$ cat config.mk
export PLATFORM = sky130hd
export DESIGN_NAME = hbf_ctrl
export DESIGN_NICKNAME = d
export VERILOG_FILES = /design/src/rtl/core/hrtf_binaural_fir_assert.svh /design/src/rtl/core/hbf_pkg.sv /design/src/rtl/core/hbf_ctrl.sv
export SDC_FILE = /design/constraint.sdc
export NUM_CORES = 1
export LEC_CHECK = 0
export ABC_CLOCK_PERIOD_IN_PS = 4300
export BUFFER_PORTS_ARGS = -buffer_cell sky130_fd_sc_hd__buf_2
export CAP_MARGIN = 15
export CORE_AREA = 2 2 39 41
export CTS_CLUSTER_DIAMETER = 150
export DETAILED_ROUTE_END_ITERATION = 6
export DIE_AREA = 0 0 41 43
export GPL_TIMING_DRIVEN = 0
export MAX_ROUTING_LAYER = met4
export PLACE_DENSITY_LB_ADDON = 0.3
export RECOVER_POWER = 25
export SYNTH_ARGS = -nofsm -noshare
export SYNTH_HDL_FRONTEND = slang
export SYNTH_SLANG_ARGS = --single-unit
$ cat constraint.sdc
create_clock -name clk -period 4.3 [get_ports clk]
set_input_delay 0.43 -clock clk [delete_from_list [all_inputs] [get_ports clk]]
set_output_delay 0.43 -clock clk [all_outputs]
set_load 0.01 [all_outputs]
$ cat src/rtl/core/hrtf_binaural_fir_assert.svh
// Assertion macros used by the top level of the binaural filter.
`ifndef HRTF_BINAURAL_FIR_ASSERT_SVH
`define HRTF_BINAURAL_FIR_ASSERT_SVH

// Same-cycle implication, checked on every rising edge outside reset.
`define HBF_ASSERT_NOW(label, ante, cons, msg) \
  label: assert property (@(posedge clk) disable iff (rst) (ante) |-> (cons)) \
    else $error(msg);

// Next-cycle implication, checked on every rising edge outside reset.
`define HBF_ASSERT_NEXT(label, ante, cons, msg) \
  label: assert property (@(posedge clk) disable iff (rst) (ante) |=> (cons)) \
    else $error(msg);

`endif

$ cat src/rtl/core/hbf_pkg.sv
package hbf_pkg;

  // Default sizes of the storage.
  localparam int MAX_TAPS_DEF      = 128;
  localparam int MAX_DELAY_DEF     = 64;
  localparam int HISTORY_DEPTH_DEF = 192;

  // Fixed field widths.
  localparam int SAMPLE_W  = 16;
  localparam int TAP_IDX_W = 7;
  localparam int DELAY_W   = 7;
  localparam int TAP_CNT_W = 8;
  localparam int VOL_W     = 16;

  // Configuration port.
  localparam int APB_DATA_W = 32;
  localparam int APB_ADDR_W = 5;
  localparam int REG_IDX_W  = 3;

  // Register reset values.
  localparam logic [VOL_W-1:0]     VOLUME_RESET    = 16'd4096;
  localparam logic [TAP_CNT_W-1:0] TAP_COUNT_RESET = 8'd128;

  // Fixed-point scaling.
  localparam int MIX_SHIFT = 12;
  localparam int FIR_SHIFT = 15;

  // Register indexes on the configuration port.
  typedef enum logic [REG_IDX_W-1:0] {
    REG_ENABLED      = 3'd0,
    REG_STEREO_INPUT = 3'd1,
    REG_VOLUME       = 3'd2,
    REG_LEFT_DELAY   = 3'd3,
    REG_RIGHT_DELAY  = 3'd4,
    REG_TAP_COUNT    = 3'd5
  } reg_idx_t;

  // Request kinds.
  localparam logic CMD_FRAME = 1'b0;
  localparam logic CMD_COEF  = 1'b1;

  typedef struct packed {
    logic                       cmd;
    logic signed [SAMPLE_W-1:0] sample_a;
    logic signed [SAMPLE_W-1:0] sample_b;
    logic                       ear;
    logic [TAP_IDX_W-1:0]       tap_index;
    logic signed [SAMPLE_W-1:0] coef_value;
  } frame_t;

  typedef struct packed {
    logic signed [SAMPLE_W-1:0] out_left;
    logic signed [SAMPLE_W-1:0] out_right;
  } result_t;

  // Controller to datapath commands.
  typedef struct packed {
    logic clear;
    logic take_frame;
    logic take_pass;
    logic take_coef;
    logic write_hist;
    logic align;
    logic issue;
    logic load_out;
  } hbf_cmd_t;

  // Datapath to controller status.
  typedef struct packed {
    logic clear_done;
    logic aligned;
    logic last_tap;
    logic busy;
    logic slot_free;
  } hbf_status_t;

endpackage

$ cat src/rtl/core/hbf_ctrl.sv
module hbf_ctrl
  import hbf_pkg::*;
(
  input  logic        clk,
  input  logic        rst,
  input  logic        frame_valid,
  input  logic        frame_is_coef,
  input  logic        enabled,
  input  hbf_status_t status,
  output logic        frame_ready,
  output hbf_cmd_t    cmd
);

  typedef enum logic [6:0] {
    ST_CLEAR  = 7'b0000001,
    ST_IDLE   = 7'b0000010,
    ST_WRITE  = 7'b0000100,
    ST_ALIGN  = 7'b0001000,
    ST_RUN    = 7'b0010000,
    ST_DRAIN  = 7'b0100000,
    ST_FINISH = 7'b1000000
  } state_t;

  state_t state;
  state_t state_next;

  // State register; reset starts the history clearing pass.
  always_ff @(posedge clk) begin
    if (rst) begin
      state <= ST_CLEAR;
    end else begin
      state <= state_next;
    end
  end

  // Next state and commands.
  always_comb begin
    state_next  = state;
    cmd         = '0;
    frame_ready = 1'b0;
    unique case (state)
      ST_CLEAR: begin
        cmd.clear = !status.clear_done;
        if (status.clear_done) begin
          state_next = ST_IDLE;
        end
      end
      ST_IDLE: begin
        frame_ready = 1'b1;
        if (frame_valid) begin
          if (frame_is_coef == CMD_COEF) begin
            cmd.take_coef = 1'b1;
          end else if (enabled) begin
            cmd.take_frame = 1'b1;
            state_next     = ST_WRITE;
          end else begin
            cmd.take_pass = 1'b1;
            state_next    = ST_FINISH;
          end
        end
      end
      ST_WRITE: begin
        cmd.write_hist = 1'b1;
        state_next     = ST_ALIGN;
      end
      ST_ALIGN: begin
        cmd.align = 1'b1;
        if (status.aligned) begin
          state_next = ST_RUN;
        end
      end
      ST_RUN: begin
        cmd.issue = 1'b1;
        if (status.last_tap) begin
          state_next = ST_DRAIN;
        end
      end
      ST_DRAIN: begin
        if (!status.busy) begin
          state_next = ST_FINISH;
        end
      end
      ST_FINISH: begin
        if (status.slot_free) begin
          cmd.load_out = 1'b1;
          state_next   = ST_IDLE;
        end
      end
      default: begin
        state_next = ST_IDLE;
      end
    endcase
  end

endmodule

## Word level (Yosys, flattened, before mapping)

Index checks and enable logic that the tools add are counted.

| storage, ports and cells | value |
|---|---|
| logic and storage cells | 39 |
| input port bits | 10 |
| bits in registers | 7 |
| bits in latches | 0 |
| ROM bits | 0 |
| output and inout port bits | 9 |
| memories | 0 |
| RAM bits | 0 |

| cells by class | value |
|---|---|
| add/subtract/negate cells | 0 |
| bitwise gates (word level) | 0 |
| mux-type cells | 22 |
| reduce and logical (&&, ||, !) cells | 2 |
| eq/ne operators | 14 |
| order comparisons | 0 |
| div/mod/pow operators | 0 |
| $mul | 0 |
| shifts and indexed selects | 0 |

Operators with widths:

| operator | count |
|---|---|
| 7-bit two-way mux | 8 |
| 7-bit case mux with 7 select lines | 1 |
| 2-bit != test (second input constant) | 7 |
| 1-bit two-way mux | 10 |
| 7-bit by 1-bit equality test with 1-bit output (second input constant) | 1 |
| 7-bit by 2-bit equality test with 1-bit output (second input constant) | 1 |
| 7-bit by 3-bit equality test with 1-bit output (second input constant) | 1 |
| 7-bit by 4-bit equality test with 1-bit output (second input constant) | 1 |
| 7-bit by 5-bit equality test with 1-bit output (second input constant) | 1 |
| 7-bit by 6-bit equality test with 1-bit output (second input constant) | 1 |
| 7-bit equality test (second input constant) | 1 |
| 7-bit AND reduction | 1 |
| 3-bit two-way mux | 2 |
| 2-bit two-way mux | 1 |
| 1-bit zero test | 1 |

## Longest topological paths before layout

Gate-level depths: netlist of the first run.

| logic depth | value |
|---|---|
| word-level depth | 4 |
| gate-level depth with buffers | 6 |
| mapped depth without buffers | 5 |

## Least setup slack after synthesis of the first run

OpenSTA, ideal clock, no wires.

| timing | value |
|---|---|
| path type | register to output |
| start | register state[2] |
| end | output port cmd[6] in the netlist's numbering |
| required time | 3.870 ns |
| cell stages (with the launch flop) | 6 |
| arrival | 1.447 ns |
| slack | 2.423 ns |
| buffers on the path | 0 |
| cell sequence | dfxtp_1 nor2_1 nand2_1 nor3_2 nand2_1 nor3b_1 |

RTL lines:

| item | line | text |
|---|---|---|
| from (decl) | hbf_ctrl.sv:24 | `state_t state;` |
| from (signal assigned) | hbf_ctrl.sv:32 | `state <= state_next;` |
| to (decl) | hbf_ctrl.sv:11 | `output hbf_cmd_t cmd` |

==> flow_summary.json, run 1 <==
{
  "syn2layout_area_growth_pct": 24.67,
  "num_rows": 14,
  "power.internal_uw": 122.1,
  "grt_max_degree": 10,
  "core_area_mm2": 0.001384,
  "largest_register": "state",
  "rsz0062_at_grt": "false",
  "post-route-drc-count": 0,
  "fmaxAchievable_ghz": 0.4434,
  "fill_cells": 151,
  "max_stage_delay_ns": 0.33,
  "grt_pass1_vias": 439,
  "worstSetupPathDepth": 6,
  "drt-initial-drc-count": 7,
  "min_from": "enabled",
  "critPathMaxFanout": 5,
  "antenna_found_initial": 0,
  "grtUsageTotal": 0.1555,
  "synth-seq-cells": 7,
  "syn-cell-area_um2": 476.7,
  "synthArstFlopShare": 0,
  "dpl_cell_area_um2": 586.8,
  "cap_violations": 0,
  "regArea_um2": 140.1,
  "synth_edf_count": 0,
  "cts_resized": 0,
  "num_vias": 532,
  "cts_htree_levels": 1,
  "grt_overflow": 0,
  "ys.flop_type": "dfxtp_1",
  "layout_commonest_cell": "buf_2",
  "final_cell_mix": "buf_2 (18), nor2_1 (9), nand2_1 (7), dfxtp_1 (7), a21oi_1 (5)",
  "die_y_um": 43,
  "ant_nets": 0,
  "largest_reg_flops": 7,
  "ys_seq_area_frac": 0.2940,
  "wl_per_cell_um": 10.88,
  "reg.largest.list": "state x7",
  "cts_tree": "yes",
  "p_leak_nw": 0.2709,
  "slew_viol_final": 0,
  "grt_pass1_wl_um": 1766,
  "slew_headroom": 0.6897,
  "setup_tns_ns": 0,
  "multi_input_area_um2": 302.8,
  "critPathLaunch": "state[2]",
  "holdCritPathClass": "input port to flip-flop",
  "netlist_instances": 64,
  "r2r-start": "state[6]",
  "peakVddDrop_uv": 96.49,
  "power_density_mw_per_mm2": 297.2,
  "dp_hpwl_um": 838.3,
  "cp-end-kind": "primary output",
  "critical_path.top_delay_family": "simple AND/OR/NAND/NOR gates",
  "ff2ff_path_depth": 6,
  "crit_chain": "nor2_1, nand2_1, nor3_2, nand2_1, nor3b_1, buf_2",
  "cts_buffer_depth": 2,
  "wirelength_um": 1110,
  "io_pins": 19,
  "setup_viol": 0,
  "worst_pin_slew_ns": 0.4619,
  "clock_sinks": 7,
  "port_buffers": 18,
  "syn_nets": 74,
  "finalHoldViolations": 0,
  "first_pass_iters": 4,
  "place_ws_ns": 2.328,
  "share_comb_of_total_power": 0.237,
  "layout.nets": 97,
  "vias_per_cell": 5.216,
  "die_w_um": 41,
  "numCtsBuffers": 3,
  "p_switching_uw": 54.53,
  "cp.required_ns": 3.87,
  "period_share": 0.5245,
  "clkTransAtPathRegs_ns": 0.06,
  "skew_ns": 0.005964,
  "diodes": 0,
  "status": "complete, no violations",
  "critPathKind": "flip-flop to primary output",
  "worstPathArrival_ns": 1.83,
  "start_util": 0.3445,
  "hold_ws_ns": 0.4200,
  "holdPathStages": 3,
  "seqPwrFrac": 0.411,
  "crit_slowest_cell": "dfxtp_1",
  "setup_ws_ns": 2.044,
  "cpMostUsedCell": "nand2_1",
  "post_route_cells_drive_above_1_share": 0.2907,
  "period_minus_slack_ns": 2.256,
  "clk_latency_ns": 0.26,
  "gp_congestion": 0.8035,
  "crit_buf_inv": 1,
  "clkPwrFrac": 0.352,
  "cts_root_buffer": "clkbuf_4",
  "ctsHoldBuffers": 0,
  "ys_types": 29,
  "p_sw_frac": 0.3087,
  "stdcell_area_um2": 594.3,
  "yosysWarnings": 0,
  "dieArea_mm2": 0.001763,
  "avgSynthCellArea_um2": 7.449,
  "setup.worst_path.start_class": "flip-flop",
  "postCtsSetupBuffers": 0
}
cell usage after synthesis, drive strengths merged (2+ instances only):
cell    number  area share
o21ai        4       0.042
or4          2       0.031
and3         2       0.026
nor3         4       0.063
nand2        7       0.055
dfxtp        7        0.29
nor2         9       0.071
nand2b       2       0.026
nor3b        3       0.047
a21oi        6       0.071
or2          2       0.026
inv          3       0.024
nand4b       2       0.037
final timing paths:
path / end / slack, ns
min: state[2] / 0.42
min reg2reg: state[5] / 0.61
max reg2reg: state[5] / 2.49
max: cmd[6] / 2.04
tightest hold or removal path: cells and delay by family:
kind / cells / cell delay, ns
buffers and inverters: 1 / 0.12
and+or+nand+nor: 2 / 0.08
through the flow:
| stage | cells | total power [mW] | util |
|---|---|---|---|
| floorplan | 64 | 0.1043 | - |
| global placement | 98 | 0.1181 | 0.4241 |
| detailed placement | 98 | 0.1185 | 0.4241 |
| CTS | 102 | 0.1811 | 0.4430 |
| global route | 102 | 0.1883 | 0.4295 |
| finish | 102 | 0.1766 | 0.4295 |
per-layer routing:
layer,up-vias,GRT usage,share of wire
li1,276,-,-
met5,-,-,0
met2,21,0.2063,0.43
met1,230,0.1968,0.45
met3,5,0.03141,0.084
met4,0,0.1200,0.032
logic make-up after synthesis:
group	count (synthesis)	share of synthesized area
XOR/XNOR	1	0.01838
AND/OR/NAND/NOR	39	0.4725
buffers and inverters	4	0.04724
AO/OA/AOI/OAI	13	0.1680
flip-flops	7	0.2940
power by group through the flow:
| stage | Clock, mW | Combinational (mW) | Sequential [mW] |
|---|---|---|---|
| 5_1_grt | 0.0681 | 0.0470 | 0.0733 |
| 3_5_place_dp | 0 | 0.0443 | 0.0743 |
| 6_report | 0.0621 | 0.0419 | 0.0726 |
| 2_1_floorplan | 0 | 0.0311 | 0.0732 |
| 4_1_cts | 0.0639 | 0.0444 | 0.0728 |
| 3_3_place_gp | 0 | 0.0439 | 0.0742 |
cell type report:
type,instances,area share
Buffer,1,0.006316
Clock buffer,4,0.04421
Inverter,3,0.01895
Multi-Input combinational cell,53,0.5095
Sequential cell,7,0.2358
Tap cell,16,0.03368
Timing Repair Buffer,18,0.1516
Power figures use the tool's default switching activity.
==> run 2, diff against run 1 <==
- ABC_CLOCK_PERIOD_IN_PS: 4300 -> 1900
- clock period: 4.3 -> 1.9 ns (I/O delays scaled with it)
==> flow_summary.json, run 2 (synthesis results as in run 1) <==
{
  "max_stage_delay_ns": 0.35,
  "reg.largest.list": "state x7",
  "dieArea_mm2": 0.001763,
  "reg2reg_slack_ns": 0.35,
  "grt_pass1_vias": 451,
  "multi_input_area_um2": 342.8,
  "holdCritPathClass": "input port to flip-flop",
  "post-route-drc-count": 0,
  "post_route_cells_drive_above_1_share": 0.3636,
  "start_util": 0.3445,
  "cts_tree": "yes",
  "crit_chain": "nor2_4, nand2_2, nor3_4, nand2_1, nor3b_2, buf_2",
  "slew_viol_final": 0,
  "cp.required_ns": 1.71,
  "first_pass_iters": 4,
  "io_pins": 19,
  "critPathLaunch": "state[4]",
  "worstPathArrival_ns": 1.56,
  "final_cell_mix": "buf_2 (17), nor2_1 (7), dfxtp_1 (7)",
  "cts_buffer_depth": 2,
  "ant_nets": 0,
  "port_buffers": 18,
  "finalHoldViolations": 0,
  "grt_pass1_wl_um": 1814,
  "clock_sinks": 7,
  "core_area_mm2": 0.001384,
  "clkTransAtPathRegs_ns": 0.06,
  "peakVddDrop_uv": 243.3,
  "power.internal_uw": 286.0,
  "holdPathStages": 3,
  "slew_headroom": 0.8185,
  "r2r-end": "state[6]",
  "power_density_mw_per_mm2": 644.0,
  "fmaxAchievable_ghz": 0.5705,
  "cap_violations": 0,
  "layout.nets": 99,
  "wirelength_um": 1169,
  "period_minus_slack_ns": 1.753,
  "cts_htree_levels": 1,
  "critPathKind": "flip-flop to primary output",
  "setup_ws_ns": 0.1473,
  "skew_ns": 0.001763,
  "gp_congestion": 0.8035,
  "worst_pin_slew_ns": 0.2685,
  "clkPwrFrac": 0.341,
  "critPathMaxFanout": 5,
  "numCtsBuffers": 3,
  "p_switching_uw": 133.8,
  "grtUsageTotal": 0.1598,
  "setup_viol": 0,
  "place_ws_ns": 0.1682,
  "cts_root_buffer": "clkbuf_4",
  "regArea_um2": 140.1,
  "fill_cells": 147,
  "die_y_um": 43,
  "period_share": 0.9225,
  "seqPwrFrac": 0.397,
  "grt_max_degree": 10,
  "antenna_found_initial": 0,
  "vias_per_cell": 5.250,
  "status": "complete, no violations",
  "num_rows": 14,
  "clk_latency_ns": 0.26,
  "worstSetupEndpoint": "cmd[6]",
  "syn2layout_area_growth_pct": 36.75,
  "grt_overflow": 0,
  "wl_per_cell_um": 11.24,
  "setup_tns_ns": 0,
  "share_comb_of_total_power": 0.262,
  "ff2ff_path_depth": 5,
  "diodes": 0,
  "num_vias": 546,
  "largest_register": "state",
  "die_w_um": 41,
  "drt-initial-drc-count": 11,
  "largest_reg_flops": 7,
  "setup.worst_path.start_class": "flip-flop",
  "r2r-start": "state[5]",
  "rsz0062_at_grt": "false",
  "p_sw_frac": 0.3187,
  "layout_commonest_cell": "buf_2",
  "p_leak_nw": 0.2862,
  "ctsHoldBuffers": 0,
  "crit_slowest_cell": "dfxtp_1",
  "cp-end-kind": "primary output",
  "dp_hpwl_um": 838.3
}
==> run 2: cell types whose count changed in the layout (fill, tap and decap cells not counted), sizes merged <==
cell,before,now
clkbuf,5,6
buf,18,19
==> run 2: per-layer routing <==
layer / global-route usage / vias to the layer above / wire length [um]
met5: - / - / 0
met4: 0.1200 / 0 / 36
met3: 0.03141 / 5 / 110
met2: 0.2219 / 27 / 513
met1: 0.1942 / 234 / 510
li1: - / 280 / -
==> run 2: worst max-delay path, delay by kind of cell, from the launching register on <==
family	cells	cell delay (ns)
and+or+nand+nor	5	0.81
buffers and inverters	1	0.14
DFF	1	0.35
==> run 2: cell type report <==
class                   count  share of cell area
inverters                   3             0.01727
clock buffers               4             0.04031
plain buffers               1             0.01727
multi-input cells          53              0.5259
well taps                  16             0.03071
flip-flops and latches      7              0.2150
repair buffers             20              0.1536
==> run 2: how the worst min path moves through the flow <==
| stage | startpoint | endpoint | slack [ns] |
|---|---|---|---|
| 6_report | enabled | state[2] | 0.18 |
| 5_1_grt | enabled | state[2] | 0.20 |
| 4_1_cts | enabled | state[2] | 0.18 |
| 3_5_place_dp | enabled | state[2] | 0.45 |
| 3_3_place_gp | enabled | state[2] | 0.45 |
| 2_1_floorplan | rst | state[5] | 0.26 |
==> run 2: through the flow <==
stage / instance area (um2) / std cells / util / hold WS [ns] / total power, mW
after detailed placement: 586.8 / 98 / 0.4241 / 0.4532 / 0.2683
final: 651.9 / 104 / 0.4711 / 0.1772 / 0.4198
after global routing: 651.9 / 104 / 0.4711 / 0.1982 / 0.4445
after CTS: 624.3 / 102 / 0.4512 / 0.1806 / 0.4142
after global placement: 586.8 / 98 / 0.4241 / 0.4503 / 0.2673
after floorplan: 476.7 / 64 / - / 0.2591 / 0.2360
==> run 2: repair_timing <==
item,4_1_cts,5_1_grt
pin swaps,0,2
setup buffers,0,2
setup endpoints to repair,2,2
resized for setup,3,4
hold endpoints to repair,0,0
cloned,0,0
==> run 2: power groups by stage <==
stage	combinational [mW]	clock (mW)	sequential (mW)
final	0.110	0.143	0.167
after detailed placement	0.100	0	0.168
after CTS	0.104	0.145	0.165
after floorplan	0.0703	0	0.166
after global routing	0.122	0.154	0.168
after global placement	0.0994	0	0.168
